--- src/lqnt_pkg.sv ---
// ----------------------------------------------------------------------------
// lqnt_pkg
// Shared constants and slot record for the link-quality neighbor table.
// ----------------------------------------------------------------------------
`default_nettype none

package lqnt_pkg;

    localparam int TABLE_ENTRIES_DEF = 8;

    localparam int ID_W     = 8;
    localparam int RSSI_W   = 8;
    localparam int RATIO_W  = 23;
    localparam int CREDIT_W = 7;
    localparam int CNT_W    = 16;
    localparam int STEP_W   = 6;
    localparam int REG_IDX_W = 2;
    localparam int REG_DATA_W = 7;

    localparam logic [CNT_W-1:0]    CNT_MAX     = 16'hFFFF;
    localparam logic [CREDIT_W-1:0] CREDIT_MAX  = 7'd127;
    localparam logic [6:0]          PERCENT     = 7'd100;

    localparam logic [CREDIT_W-1:0] INIT_CREDIT_RST = 7'd20;
    localparam logic [STEP_W-1:0]   CREDIT_STEP_RST = 6'd10;
    localparam logic [STEP_W-1:0]   CREDIT_LIM_RST  = 6'd30;

    typedef enum logic [REG_IDX_W-1:0] {
        REG_INIT_CREDIT = 2'd0,
        REG_CREDIT_STEP = 2'd1,
        REG_CREDIT_LIM  = 2'd2
    } reg_idx_t;

    localparam logic ACT_RECEIVE  = 1'b0;
    localparam logic ACT_TRANSMIT = 1'b1;

    typedef struct packed {
        logic [ID_W-1:0]          id;
        logic signed [RSSI_W-1:0] rssi;
        logic [RATIO_W-1:0]       ratio;
        logic [CREDIT_W-1:0]      credit;
        logic [CNT_W-1:0]         received;
        logic [CNT_W-1:0]         sent;
    } slot_t;

endpackage

`default_nettype wire

--- src/link_quality_neighbor_table_top.sv ---
// ----------------------------------------------------------------------------
// link_quality_neighbor_table_top
// Neighbor table with per-neighbor delivery ratio, credit aging and an
// rssi-ordered dump after every received packet.
// ----------------------------------------------------------------------------
//  channel | direction | handshake          | payload
//  s_      | in        | s_valid / s_ready  | action, sender_id, rssi
//  m_      | out       | m_valid / m_ready  | node_id .. sent_count, last
//  cfg     | in        | cfg_we             | cfg_index, cfg_data
//
// A transmit item counts a sent packet and s_ready stays high. A receive item
// walks the table one slot a cycle for lookup, updates or inserts the sender's
// entry, runs a 24-bit restoring divider one quotient bit a cycle, ages the
// table one slot a cycle, runs the exchange sort one compare a cycle, finds the
// last occupied slot and emits the occupied slots, stepping one slot a cycle
// unless m_ready stalls it. The divider is skipped for a new sender, for sender
// id 0 or while no packet was sent. Reset clears the table and counters at once.
// s_ready is low while an item is in work; a stalled m_ready holds the dump.
`default_nettype none

module link_quality_neighbor_table_top
    import lqnt_pkg::*;
#(
    parameter int TABLE_ENTRIES = TABLE_ENTRIES_DEF
) (
    input  wire                        aclk,
    input  wire                        aresetn,
    input  wire                        cfg_we,
    input  wire [REG_IDX_W-1:0]        cfg_index,
    input  wire [REG_DATA_W-1:0]       cfg_data,
    input  wire                        s_valid,
    output logic                       s_ready,
    input  wire                        s_action,
    input  wire [ID_W-1:0]             s_sender_id,
    input  wire signed [RSSI_W-1:0]    s_rssi,
    output logic                       m_valid,
    input  wire                        m_ready,
    output logic [ID_W-1:0]            m_node_id,
    output logic signed [RSSI_W-1:0]   m_entry_rssi,
    output logic [RATIO_W-1:0]         m_delivery_ratio,
    output logic [CREDIT_W-1:0]        m_credit,
    output logic [CNT_W-1:0]           m_received_count,
    output logic [CNT_W-1:0]           m_sent_count,
    output logic                       m_last
);

    localparam int IDX_W = (TABLE_ENTRIES > 1) ? $clog2(TABLE_ENTRIES) : 1;
    localparam int CNT_IW = $clog2(TABLE_ENTRIES + 1);
    localparam logic [CNT_IW-1:0] LAST_IDX = CNT_IW'(TABLE_ENTRIES - 1);
    localparam int NUM_W = 24;
    localparam int DIV_STEPS = NUM_W;

    typedef enum logic [3:0] {
        ST_IDLE, ST_LOOK, ST_HEAR, ST_DIV, ST_DIVDONE, ST_AGE,
        ST_SORT, ST_FINDLAST, ST_EMIT
    } state_t;

    state_t state_reg;
    slot_t  slots_reg [TABLE_ENTRIES];
    logic [CNT_W-1:0]    tx_cnt_reg;
    logic [CREDIT_W-1:0] init_credit_reg;
    logic [STEP_W-1:0]   credit_step_reg, credit_lim_reg;

    logic [ID_W-1:0]          sender_reg;
    logic signed [RSSI_W-1:0] rssi_reg;
    logic [CNT_IW-1:0]        i_reg, j_reg;
    logic [IDX_W-1:0]         hit_reg, empty_reg;
    logic                     hit_ok_reg, empty_ok_reg;
    logic [NUM_W-1:0]         quo_reg, rem_reg;
    logic [CNT_W-1:0]         den_reg;
    logic [$clog2(DIV_STEPS+1)-1:0] step_reg;
    logic [IDX_W-1:0]         lastpos_reg;

    // restoring divider step
    logic [NUM_W:0]   div_trial;
    logic [NUM_W-1:0] div_rem_sh;
    assign div_rem_sh = {rem_reg[NUM_W-2:0], quo_reg[NUM_W-1]};
    assign div_trial  = {1'b0, div_rem_sh} - {{(NUM_W-CNT_W+1){1'b0}}, den_reg};

    logic [IDX_W-1:0] ii, jj;
    assign ii = i_reg[IDX_W-1:0];
    assign jj = j_reg[IDX_W-1:0];

    slot_t cur_s;
    assign cur_s = slots_reg[ii];

    logic [CNT_W-1:0] rcv_inc;
    assign rcv_inc = (slots_reg[hit_reg].received != CNT_MAX)
                   ? slots_reg[hit_reg].received + 1'b1 : CNT_MAX;

    logic [CREDIT_W:0] credit_sum;
    assign credit_sum = {1'b0, slots_reg[hit_reg].credit}
                      + {{(CREDIT_W-STEP_W+1){1'b0}}, credit_step_reg};

    // output view of the current slot
    assign m_node_id        = cur_s.id;
    assign m_entry_rssi     = cur_s.rssi;
    assign m_delivery_ratio = cur_s.ratio;
    assign m_credit         = cur_s.credit;
    assign m_received_count = cur_s.received;
    assign m_sent_count     = cur_s.sent;
    assign m_last           = (ii == lastpos_reg);
    assign m_valid          = (state_reg == ST_EMIT) && (cur_s.id != '0);
    assign s_ready          = (state_reg == ST_IDLE);

    // sequencer, table and registers
    always_ff @(posedge aclk) begin
        if (!aresetn) begin
            state_reg       <= ST_IDLE;
            tx_cnt_reg      <= '0;
            init_credit_reg <= INIT_CREDIT_RST;
            credit_step_reg <= CREDIT_STEP_RST;
            credit_lim_reg  <= CREDIT_LIM_RST;
            i_reg           <= '0;
            for (int k = 0; k < TABLE_ENTRIES; k++) begin
                slots_reg[k] <= '0;
            end
        end else begin
            // configuration writes
            if (cfg_we) begin
                unique case (cfg_index)
                    REG_INIT_CREDIT: init_credit_reg <= cfg_data;
                    REG_CREDIT_STEP: credit_step_reg <= cfg_data[STEP_W-1:0];
                    REG_CREDIT_LIM:  credit_lim_reg  <= cfg_data[STEP_W-1:0];
                    default: ;
                endcase
            end
            unique case (state_reg)
                ST_IDLE: begin
                    if (s_valid) begin
                        if (s_action == ACT_TRANSMIT) begin
                            if (tx_cnt_reg != CNT_MAX) tx_cnt_reg <= tx_cnt_reg + 1'b1;
                        end else begin
                            sender_reg   <= s_sender_id;
                            rssi_reg     <= s_rssi;
                            i_reg        <= '0;
                            hit_ok_reg   <= 1'b0;
                            empty_ok_reg <= 1'b0;
                            state_reg    <= ST_LOOK;
                        end
                    end
                end
                // refresh sent count, find sender and first empty slot
                ST_LOOK: begin
                    slots_reg[ii].sent <= tx_cnt_reg;
                    if (!hit_ok_reg && cur_s.id == sender_reg) begin
                        hit_ok_reg <= 1'b1;
                        hit_reg    <= ii;
                    end
                    if (!empty_ok_reg && cur_s.id == '0) begin
                        empty_ok_reg <= 1'b1;
                        empty_reg    <= ii;
                    end
                    if (i_reg == LAST_IDX) begin
                        state_reg <= ST_HEAR;
                    end
                    i_reg <= i_reg + 1'b1;
                end
                ST_HEAR: begin
                    i_reg     <= '0;
                    state_reg <= ST_AGE;
                    if (sender_reg != '0) begin
                        if (hit_ok_reg) begin
                            slots_reg[hit_reg].received <= rcv_inc;
                            slots_reg[hit_reg].rssi     <= rssi_reg;
                            if (slots_reg[hit_reg].credit
                                < {1'b0, credit_lim_reg}) begin
                                slots_reg[hit_reg].credit <=
                                    credit_sum[CREDIT_W] ? CREDIT_MAX
                                                         : credit_sum[CREDIT_W-1:0];
                            end
                            if (tx_cnt_reg != '0) begin
                                quo_reg   <= NUM_W'(rcv_inc) * NUM_W'(PERCENT);
                                rem_reg   <= '0;
                                den_reg   <= tx_cnt_reg;
                                step_reg  <= '0;
                                state_reg <= ST_DIV;
                            end
                        end else if (empty_ok_reg) begin
                            slots_reg[empty_reg] <= '{id: sender_reg, rssi: rssi_reg,
                                ratio: '0, credit: init_credit_reg, received: 16'd1,
                                sent: tx_cnt_reg};
                        end
                    end
                end
                // one quotient bit a cycle
                ST_DIV: begin
                    if (!div_trial[NUM_W]) begin
                        rem_reg <= div_trial[NUM_W-1:0];
                        quo_reg <= {quo_reg[NUM_W-2:0], 1'b1};
                    end else begin
                        rem_reg <= div_rem_sh;
                        quo_reg <= {quo_reg[NUM_W-2:0], 1'b0};
                    end
                    step_reg <= step_reg + 1'b1;
                    if (step_reg == DIV_STEPS - 1) state_reg <= ST_DIVDONE;
                end
                ST_DIVDONE: begin
                    slots_reg[hit_reg].ratio <= quo_reg[RATIO_W-1:0];
                    state_reg <= ST_AGE;
                end
                // age one slot a cycle
                ST_AGE: begin
                    if (cur_s.id != '0) begin
                        if (cur_s.credit <= 7'd1) slots_reg[ii] <= '0;
                        else slots_reg[ii].credit <= cur_s.credit - 1'b1;
                    end
                    if (i_reg == LAST_IDX) begin
                        i_reg     <= '0;
                        j_reg     <= CNT_IW'(1);
                        state_reg <= ST_SORT;
                    end else begin
                        i_reg <= i_reg + 1'b1;
                    end
                end
                // exchange sort, one compare a cycle
                ST_SORT: begin
                    if (cur_s.rssi < slots_reg[jj].rssi) begin
                        slots_reg[ii] <= slots_reg[jj];
                        slots_reg[jj] <= cur_s;
                    end
                    if (j_reg == LAST_IDX) begin
                        if (i_reg == LAST_IDX - 1'b1) begin
                            i_reg     <= '0;
                            state_reg <= ST_FINDLAST;
                        end else begin
                            i_reg <= i_reg + 1'b1;
                            j_reg <= i_reg + 2'd2;
                        end
                    end else begin
                        j_reg <= j_reg + 1'b1;
                    end
                end
                // locate the last occupied slot
                ST_FINDLAST: begin
                    if (cur_s.id != '0) lastpos_reg <= ii;
                    if (i_reg == LAST_IDX) begin
                        i_reg     <= '0;
                        state_reg <= ST_EMIT;
                    end else begin
                        i_reg <= i_reg + 1'b1;
                    end
                end
                // transfer occupied slots, skip empty ones
                ST_EMIT: begin
                    if (cur_s.id == '0 || m_ready) begin
                        if (i_reg == LAST_IDX) begin
                            i_reg     <= '0;
                            state_reg <= ST_IDLE;
                        end else begin
                            i_reg <= i_reg + 1'b1;
                        end
                    end
                end
                default: state_reg <= ST_IDLE;
            endcase
        end
    end

endmodule

`default_nettype wire
--- config.mk ---
export PLATFORM = sky130hd
export DESIGN_NAME = link_quality_neighbor_table_top
export DESIGN_NICKNAME = d
export VERILOG_FILES = /design/src/lqnt_pkg.sv /design/src/link_quality_neighbor_table_top.sv
export SDC_FILE = /design/constraint.sdc
export NUM_CORES = 2
export LEC_CHECK = 0
export CAP_MARGIN = 10
export CORE_ASPECT_RATIO = 0.9
export CORE_MARGIN = 3
export CORE_UTILIZATION = 59
export DETAILED_ROUTE_END_ITERATION = 8
export DONT_BUFFER_PORTS = 1
export GPL_TIMING_DRIVEN = 1
export PLACE_DENSITY = 0.87
export SLEW_MARGIN = 20
export SYNTH_ARGS = -nofsm -noshare
export SYNTH_HDL_FRONTEND = slang
export SYNTH_SLANG_ARGS = --single-unit
--- constraint.sdc ---
create_clock -name aclk -period 5.9 [get_ports aclk]
set_input_delay 0.59 -clock aclk [delete_from_list [all_inputs] [get_ports aclk]]
set_output_delay 0.59 -clock aclk [all_outputs]
set_load 0.1 [all_outputs]
After elaboration in Yosys (flattened, before gate mapping):

Memories as Yosys holds them, arrays and structs flattened. A register that Yosys moved wholly into a read port is not among the register bits.
Index checks and enable logic that the tools add are counted.

* register bits after elaboration: 142
* memory bits (writable): 624
* input bits: 31
* output and inout bits: 81
* logic and storage cells: 216
* memories: 1

Memory list
* slots_reg: depth 8, bits a word 78, rd ports 3, clocked after Yosys merged registers in 3, wr ports 8, RTL line link_quality_neighbor_table_top.sv:59 `slot_t slots_reg [TABLE_ENTRIES];`

* add/subtract/negate cells: 9
* multiply operators: 1
* order comparisons: 3
* equality and inequality tests: 34
* muxes and demuxes: 107
* bitwise gates (word level): 7
* reduce and logical (&&, ||, !) cells: 36

Operators by type and width (count)
* $mux 78: 4
* $reduce_or 78->1: 4
* $mux 23: 4
* $mux 4: 20
* $mux 24: 3
* $mux 16: 4
* $pmux 24 s2: 1
* $pmux 23 s2: 1
* $mux 1: 44
* $mux 39: 1
* $pmux 4 s9: 1
* $mux 3: 11
* $add 16x1->16 const B: 2
* $ne 16x16->1 const B: 2
* $eq 4x3->1 const B: 7
* $ne 2x2->1 const B: 13
* $reduce_and 5->1: 5
* $sub 24x16->25: 1
* $pmux 4 s6: 1
* $mul 16x5->21 const B: 1
* $mux 7: 3
* $reduce_bool 16->1: 1
* $reduce_bool 8->1: 2
* $mux 5: 3
* 37 further kinds: 58

Longest topological paths before layout:

* depth after elaboration: 12
* mapped depth: 26
* mapped depth without buffers: 22

Worst setup path before layout:

Ideal clock, no wire load.

* kind: flip-flop to flip-flop
* from: register (tool-made name)
* to: memory slots_reg[1][16] (netlist name) (enable)
* library setup time: 0.408 ns
* arrival: 6.435 ns
* data required time: 5.492 ns
* path slack: -0.943 ns
* stages on the path, launching flop included: 18
* period minus slack after synthesis: 6.843 ns
* cells stage by stage: dfxtp_1 clkbuf_1 buf_1 buf_2 clkbuf_1 clkbuf_1 mux4_2 mux2i_1 inv_1 ha_1 a21oi_1 nor2_1 nor4_1 o221ai_1 or4b_2 clkbuf_1 and2_1 o21ai_1

RTL lines (RTL line)
* end, declared: link_quality_neighbor_table_top.sv:59

==> results.tsv <==
metric	value	unit
most frequent cells in the layout	723 x edfxtp_1, 635 x o22ai_1, 352 x mux4_2	
largest fanout on the critical path	44	
hpwl dp	92.2	mm
FMAX	170	MHz
Die H	270	µm
Die Wd	300	µm
Initial Util	59.8	%
CTS tree	done	
crit path DAT	6230	ps
vias in the first global route	37300	
initial antenna violation count	1	
data required time at the worst endpoint	6240	ps
first-pass GRT wire length	228	mm
clock-pin slew on the worst setup and hold paths	60	ps
Post-Synthesis Cells	3536	
Clk pwr share	32.9	%
Int Power	10300	µW
synthesis-to-finish area growth	10.8	%
share of cells above drive strength 1	23.4	%
root buf cell	clkbuf_16	
clock sink count	775	
worst slack, placed	-49.7	ps
Setup violations, final	0	
All-Layer GR Usage	37.3	%
PortBufs	0	
Nets	3665	
Iter 0 DRT Violations	6820	
Setup Crit Path Kind	reg2reg	
leakage	0.0179	µW
combinational share of power	25.5	%
Net Sw Power	5440	µW
post-layout min period	5890	ps
final hold violations	0	
Clock Skew	42.2	ps
most common cell after layout, fill and taps aside	edfxtp_1	
core area	76600	µm²
Avg Cell Area, Syn	13.0	µm²
placer congestion estimate	0.976	
Vias/cell	8.07	
grt total ovfl	0	
Seq pwr share	41.6	%
clock buffer count from CTS	82	
clock latency at the later pin of the worst-skew pair	670	ps
Final Max Slew Viols	0	
max FFs per register	624	
EDFF count, synth	723	
worst vdd ir	0.364	mV
wire per inst	33.4	µm
Core Rows	96	
drc violations	0	
unrepaired setup endpoints after global routing	true	
Worst Max-Slew Pin Slew	1210	ps
Switching Fraction	34.5	%
Worst Hold Class	in2reg	
Critical Path Sink Type	register	
dpl cells	4465	
final WL	154	mm
main flop type after synthesis	edfxtp_1	
Post-Route Hold Slack	16.3	ps
Worst Slack Setup Final	10.3	ps
Slew headroom	19.0	%
drt first pass iters	9	
Synth Register Bits	775	
Post-DRT Antenna Nets	0	
Netlist cell types	91	
Synthesized Nets	3676	
via count	37300	
final non-filler cell total	4619	
Final Core Density	66.2	%
Setup crit start kind	register	
sequential share of the synthesized area	49.7	%
status	complete, no violations	
Syn Std Cell Area	45800	µm²
maximum clock path buffer count	3	
period utilization	99.8	%
Max Cap Viol	0	
asr flop ratio synth	0	%
die area	81000	µm²
largest net degree at the start of global routing	93	
H-tree depth	3	
I/O Pins	112	
pwr/cell area	310	nW/µm²
Ys Warns	0	
what timing repair did:
item,4_1_cts,5_1_grt
hold buffers,1,0
gates resized for setup,4,24
pin swaps,0,3
endpoints found under the setup margin,2,110
hold endpoints to repair,1,0
gates cloned,0,1
buffers inserted,0,3
cell families after synthesis:
logic type | synth area share, %
mux | 22.3
buf+inv | 3.57
fa+ha+maj | 3.19
simple gates | 6.61
xor+xnor | 1.28
flops | 49.7
compound gates | 13.4
path summary, 6_finish.rpt:
| check | start | end | slack [ps] | cells after the start |
|---|---|---|---|---|
| setup reg to reg | register | slots_reg[3][26] | 10 | 12 |
| setup / recovery | register | slots_reg[3][26] | 10 | 12 |
| hold reg to reg | init_credit_reg[2] | init_credit_reg[2] | 490 | 2 |
| hold / removal | s_rssi[7] | rssi_reg[7] | 20 | 0 |
Yosys cell counts (10+ instances only):
cell type / instances / share of area, %
o22ai_1: 635 / 8.7
xnor2_1: 36 / 0.69
a211oi_1: 14 / 0.23
a21oi_2: 10 / 0.19
nor2b_1: 38 / 0.52
nand3_1: 38 / 0.42
buf_1: 48 / 0.39
o21ai_1: 26 / 0.28
dfxtp_1: 52 / 2.3
and2_1: 18 / 0.25
mux2i_1: 195 / 4.3
nor4_1: 10 / 0.14
a21oi_1: 116 / 1.3
mux4_2: 352 / 17
mux2_2: 24 / 0.59
nand2_1: 141 / 1.2
or3_1: 27 / 0.37
a21o_1: 10 / 0.16
a31oi_1: 11 / 0.15
and3_1: 12 / 0.16
nor3_1: 45 / 0.49
xor2_1: 31 / 0.59
nand4_1: 18 / 0.25
edfxtp_1: 723 / 47
buf_2: 39 / 0.43
nand2b_1: 24 / 0.33
or4_1: 13 / 0.21
o21ai_0: 97 / 1.1
nor2_1: 173 / 1.4
clkbuf_1: 189 / 1.5
fa_1: 13 / 0.57
inv_1: 131 / 1.1
ha_1: 96 / 2.6
area by class of cell:
cell class | instances | area, µm²
antenna | 2 | 5.00
tap | 1029 | 1290
fill | 5070 | 25900
sequential | 775 | 22800
timing repair buffer | 188 | 1500
inverter | 132 | 517
multi-input combinational | 2346 | 22100
clock buffer | 104 | 2200
clock inverter | 43 | 410
per-stage QoR:
stage / power (µW) / area (µm²) / TNS, ps
after floorplan: 9480 / 46200 / -479
after global placement: 10400 / 48000 / 0
after detailed placement: 10500 / 48000 / -49.7
after CTS: 15600 / 50600 / 0
after global routing: 16100 / 50700 / -134
final: 15800 / 50800 / 0
worst max-delay path: stages, from the launching register on:
cell and delay, ps:
dfxtp_4 790, mux4_2 630, mux2i_4 350, clkinvlp_4 300
ha_1 440, nand4_1 250, or2_2 400, o221ai_4 350
buf_4 340, buf_4 650, nor2_1 130, a21oi_1 660
o22ai_1 200
layer usage:
metal  share of wire (%)  routed length [µm]  track usage, %  vias to the layer above
li1                    -                   -               -                    14500
met1                  30               46800            46.1                    17500
met2                  44               67500            55.8                     4253
met3                  18               27700            14.5                     1056
met4                 7.9               12100            22.6                        2
met5              0.0084                  13               0                        -
power groups by stage:
stage                     Clock, µW  Combinational, µW  Sequential (µW)
final                          5180               4020             6560
after global routing           5380               4160             6570
after CTS                      5160               3900             6530
after detailed placement          0               3860             6640
after global placement            0               3800             6610
after floorplan                   0               2980             6500
Note: power is estimated with default switching activity, not from simulation.
